[config.mk]
export PLATFORM = sky130hd
export DESIGN_NAME = lcs_ram
export DESIGN_NICKNAME = d
export VERILOG_FILES = /design/src/rtl/assert_macros.svh /design/src/rtl/lcs_ram.sv
export SDC_FILE = /design/constraint.sdc
export NUM_CORES = 2
export LEC_CHECK = 0
export ABC_AREA = 1
export BUFFER_PORTS_ARGS = -buffer_cell sky130_fd_sc_hd__buf_4
export CAP_MARGIN = 10
export CORE_MARGIN = 3
export CORE_UTILIZATION = 40
export CTS_CLUSTER_SIZE = 16
export DETAILED_ROUTE_END_ITERATION = 6
export PLACE_DENSITY = 0.51
export SLEW_MARGIN = 15
export SYNTH_ARGS = -nofsm -noshare
export SYNTH_HDL_FRONTEND = slang
export SYNTH_SLANG_ARGS = --single-unit
[constraint.sdc]
create_clock -name i_clk -period 1.8 [get_ports i_clk]
set_input_delay 0.09 -clock i_clk [delete_from_list [all_inputs] [get_ports i_clk]]
set_output_delay 0.09 -clock i_clk [all_outputs]
set_load 0.01 [all_outputs]
[src/rtl/assert_macros.svh]
// assertion helpers for the lcs engine
// define NO_ASSERTIONS to compile them away
`ifndef ASSERT_MACROS_SVH
`define ASSERT_MACROS_SVH

`ifndef NO_ASSERTIONS

`define ASSERT_CLK(lbl, clk, rst_n, prop) \
    lbl: assert property (@(posedge clk) disable iff (!rst_n) prop) \
        else $error("lcs assertion failed");

`define ASSERT_NEVER(lbl, clk, rst_n, cond) \
    lbl: assert property (@(posedge clk) disable iff (!rst_n) !(cond)) \
        else $error("lcs forbidden condition seen");

`else

`define ASSERT_CLK(lbl, clk, rst_n, prop)

`define ASSERT_NEVER(lbl, clk, rst_n, cond)

`endif

`endif

[src/rtl/lcs_ram.sv]
// ----------------------------------------------------------------------------
// lcs_ram
// simple dual port synchronous memory, one write and one registered read
// ----------------------------------------------------------------------------
module lcs_ram #(
    parameter int WIDTH = 8,
    parameter int DEPTH = 256,
    parameter int AW    = (DEPTH > 1) ? $clog2(DEPTH) : 1
) (
    input  logic             i_clk,
    input  logic             i_we,
    input  logic [AW-1:0]    i_waddr,
    input  logic [WIDTH-1:0] i_wdata,
    input  logic             i_re,
    input  logic [AW-1:0]    i_raddr,
    output logic [WIDTH-1:0] o_rdata
);

    logic [WIDTH-1:0] r_mem [DEPTH];
    logic [WIDTH-1:0] r_rdata;

    always_ff @(posedge i_clk) begin
        if (i_we) begin
            r_mem[i_waddr] <= i_wdata;
        end
        if (i_re) begin
            r_rdata <= r_mem[i_raddr];
        end
    end

    assign o_rdata = r_rdata;

endmodule

# After elaboration in Yosys (flattened, before gate mapping)
# Memories as Yosys holds them, arrays and structs flattened. A register that Yosys moved wholly into a read port is not among the register bits.
# Index checks and enable logic that the tools add are counted.
[op_classes]
n_mux = 2
[op_table]
columns = ["cell", "n"]
rows = [
  ["$mux W1", 2],
]
[totals]
regBits = 0
mem_bits_rw = 2048
out_inout_bits = 8
wordCells = 3
memories = 1
[memory_table]
columns = ["memory", "depth", "width", "read_ports", "rd_clocked_by_memory_dff", "write_ports", "line", "source"]
rows = [
  ["r_mem", 256, 8, 1, 1, 1, "lcs_ram.sv:19", "logic [WIDTH-1:0] r_mem [DEPTH];"],
]

# Depth between registers and ports, before layout
[logic_depth]
ltp_word = 2
mapped_depth = 15
mapped_depth_nobuf = 11

# Least setup slack after synthesis
# OpenSTA, ideal clock, no wires.
[synth_timing]
path_type = "input port to flip-flop"
startpoint = "input port i_we"
endpoint = "memory r_mem[162][0] (enable)"
setup_time_ns = 0.370
arrival_ns = 1.211
required_ns = 1.430
setup_slack_ns = 0.219
stages = 4
path_cell_list = "clkbuf_1 nand3_1 clkbuf_1 nor2_1"
[synth_via]
elab_chain_len = 2
[synth_rtl]
columns = ["element", "line", "source"]
rows = [
  ["start, declared", "lcs_ram.sv:11", "input logic i_we,"],
  ["$mux W1", "lcs_ram.sv:23", "if (i_we) begin"],
  ["$mux W1 (implied by the code)", "lcs_ram.sv:24", "r_mem[i_waddr] <= i_wdata;"],
  ["end, declared", "lcs_ram.sv:19", ""],
]
# No other way between the ends.

==> results.sh <==
export IMPL_required_ns=2.38
export IMPL_finalNetCount=7561
export IMPL_synth_mux_area_share_pct=0
export IMPL_ys_top_cells_by_area="edfxtp_1 (74%), nand3_1 (12%), nand2_1 (9.5%)"
export IMPL_die_w_um=463
export IMPL_clock_fmax_mhz=562
export IMPL_ys_ff_latch=2056
export IMPL_path_cells="nand2_1 > nand3_1 > nand3_1 > nand3_2 > nand3_1 > nand3_1 > nand3_2 > nand2_1 > nand2_1 > nand2_1"
export IMPL_cts_root_buffer="clkbuf_16"
export IMPL_synth_fa_ha_area_share_pct=0
export IMPL_grt_max_degree=96
export IMPL_p_sw_mw=23.7
export IMPL_grt_ovfl_total=0
export IMPL_relSlewSlack_pct=24.0
export IMPL_die_height_um=463
export IMPL_drv_cap=0
export IMPL_ys_seq_area_share_pct=74.0
export IMPL_crit_path_max_incr_delay_ns=0.36
export IMPL_yosysTopAreaCell="edfxtp_1"
export IMPL_p_clk_share_pct=41.4
export IMPL_grt_pass1_vias=54500
export IMPL_vias=56400
export IMPL_grt_use_met2_pct=38.2
export IMPL_synth_top_family_by_area="simple AND/OR/NAND/NOR gates"
export IMPL_worstSetupPathType="reg2reg"
export IMPL_p_leak_nw=35.9
export IMPL_postRouteAntennaNets=0
export IMPL_wl_per_cell_um=24.5
export IMPL_outcome="finished clean"
export IMPL_pwr_share_seq_pct=51.3
export IMPL_finalMaxSlewViolations=0
export IMPL_rsz0062_at_grt="yes"
export IMPL_synth_cell_types=13
export IMPL_layout_common_cells="nand2_1 (2107), edfxtp_1 (2056), nand3_1 (1884)"
export IMPL_synth_xor_area_share_pct=0
export IMPL_grt_busiest_layer="met2"
export IMPL_switching_share_pct=23.0
export IMPL_clkLatencyLatePin_ns=0.86
export IMPL_antenna_found_initial=12
export IMPL_htree_levels=4
export IMPL_start_util_pct=40.3
export IMPL_regArea_um2=61700
export IMPL_core_um2=207000
export IMPL_cp_start_kind="flip-flop"
export IMPL_avgViaCountPerCell=5.37
export IMPL_internal_power_mw=79.4
export IMPL_dpl_cell_area_um2=92500
export IMPL_cts_tree="yes"
export IMPL_avgSynthCellArea_um2=11.9
export IMPL_period_share_pct=98.8
export IMPL_hold_ws_ns=0.0549
export IMPL_syn_area_um2=83500
export IMPL_tightest_slew_ns=1.14
export IMPL_synth_cells=7003
export IMPL_yosys_warnings=0
export IMPL_fillCellCount=18600
export IMPL_dieArea_um2=214000
export IMPL_synth_compound_area_share_pct=0
export IMPL_hold_path_class="in2reg"
export IMPL_gr_usage_met3_pct=3.69
export IMPL_grt_met1_usage_pct=32.6
export IMPL_io_buffers=34
export IMPL_dr_pass1_iters=6
export IMPL_drc_errors=0
export IMPL_area_delta_synth_final_pct=20.0
export IMPL_final_common_cell="nand2_1"
export IMPL_instances_no_fill=10500
export IMPL_fin_crit_ns=1.78
export IMPL_grt_use_total_pct=23.5
export IMPL_fin_worst_skew_ns=0.0399
export IMPL_grt_pass1_wl_um=374000
export IMPL_routed_wl_um=258000
export IMPL_numCtsBuffers=214
export IMPL_multi_input_area_um2=20000
export IMPL_synth_simple_area_share_pct=22.9
export IMPL_dp_hpwl_um=163000
export IMPL_ios=35
export IMPL_hold_viol=0
export IMPL_synth_nets=7030
export IMPL_worstSetupEndpointType="flip-flop"
export IMPL_critPathMaxFanout=1
export IMPL_crit_arrival_ns=2.35
export IMPL_place_gp_congestion=0.871
export IMPL_dp_cells=10100
export IMPL_finalSetupViolCount=0
export IMPL_combPwrFrac_pct=7.3
export IMPL_path_clk_slew_ns=0.06
export IMPL_yosysTopAreaCellShare_pct=74.0
export IMPL_p_per_area_nw_per_um2=1030
export IMPL_clockBufferDepth=3
export IMPL_ir_worst_vdd_v=0.000765
export IMPL_rows=167
export IMPL_drive_gt1_share_pct=15.8
export IMPL_final_area_um2=100000
export IMPL_cts_sinks=2056
export IMPL_drtIter0Drc=5733
export IMPL_slowest_stage="edfxtp_1"
-- routing by layer --
layer	wire length, um	vias to the layer above	part of all wire, %
met5	55	-	0.021
met4	8020	6	3.1
met3	18000	358	7.0
met2	122000	1944	48
met1	109000	28100	42
li1	-	26000	-
-- logic make-up (layout without fill, tap and decap cells) --
family | Yosys count | after routing
buf+inv | 522 | 1234
flops | 2056 | 2056
other cells | 0 | 4
simple gates | 4425 | 4425
-- synth_stat cells --
cell      number
clkbuf_1     112
edfxtp_1    2056
buf_8          1
inv_4          1
nand2_1     2123
buf_1         40
inv_1         36
buf_6         16
buf_4         46
nor2_1       283
nand3_1     2019
buf_2        268
inv_2          2
-- layout make-up --
type                    count  share of cell area [%]
multi-input cells        4425                    20.0
clock buffers             273                    5.63
repair buffers            798                    8.02
diodes                      4                 0.00999
well taps                2788                    3.48
inverters                  39                   0.180
flip-flops and latches   2056                    61.6
clock inverters           124                    1.03
-- state kept, by name, summed over array words and instances (netlist names) --
name     cells
o_rdata      8
r_mem     2048
-- final timing paths --
| path | start | cells past startpoint | to | slack (ns) |
|---|---|---|---|---|
| worst min register to register | r_mem[234][0]$_DFFE_PP_ | 10 | o_rdata[0]$_DFFE_PP_ | 1.07 |
| worst max-delay path | r_mem[217][5]$_DFFE_PP_ | 10 | o_rdata[5]$_DFFE_PP_ | 0.02 |
| worst max register to register | r_mem[217][5]$_DFFE_PP_ | 10 | o_rdata[5]$_DFFE_PP_ | 0.02 |
| worst min-delay path | i_waddr[7] | 4 | r_mem[119][3]$_DFFE_PP_ | 0.05 |
-- what timing repair did --
| action | CTS | global route |
|---|---|---|
| resized for setup | 65 | 103 |
| endpoints found under the setup margin | 12 | 8 |
| pin swaps | 1 | 15 |
| hold buffers | 12 | 0 |
| buffers inserted | 0 | 0 |
| gates cloned | 0 | 0 |
| hold endpoints to repair | 1919 | 0 |
-- power groups by stage --
stage	logic (mW)	registers, mW	clock network (mW)
after detailed placement	7.28	53.9	0
final	7.51	52.9	42.7
after CTS	7.40	52.9	43.5
after floorplan	3.26	53.8	0
after global routing	8.06	52.8	45.4
after global placement	7.26	53.9	0
-- through the flow --
| stage | utilization (%) | setup TNS (ns) | total power, mW | worst slack, ns |
|---|---|---|---|---|
| 2_1_floorplan | - | 0 | 57.1 | 0.219 |
| 3_3_place_gp | 44.6 | -7.59 | 61.1 | -0.907 |
| 3_5_place_dp | 44.6 | -7.46 | 61.1 | -0.862 |
| 4_1_cts | 48.0 | -0.0830 | 104 | -0.0184 |
| 5_1_grt | 48.3 | -0.0890 | 106 | -0.0346 |
| 6_report | 48.3 | 0 | 103 | 0.0215 |
-- critical path: cells and delay by family (launching register included) --
kind / cells / cell delay, ns
flops: 1 / 0.36
simple gates: 10 / 1.16
(Power assumes the default switching activity.)
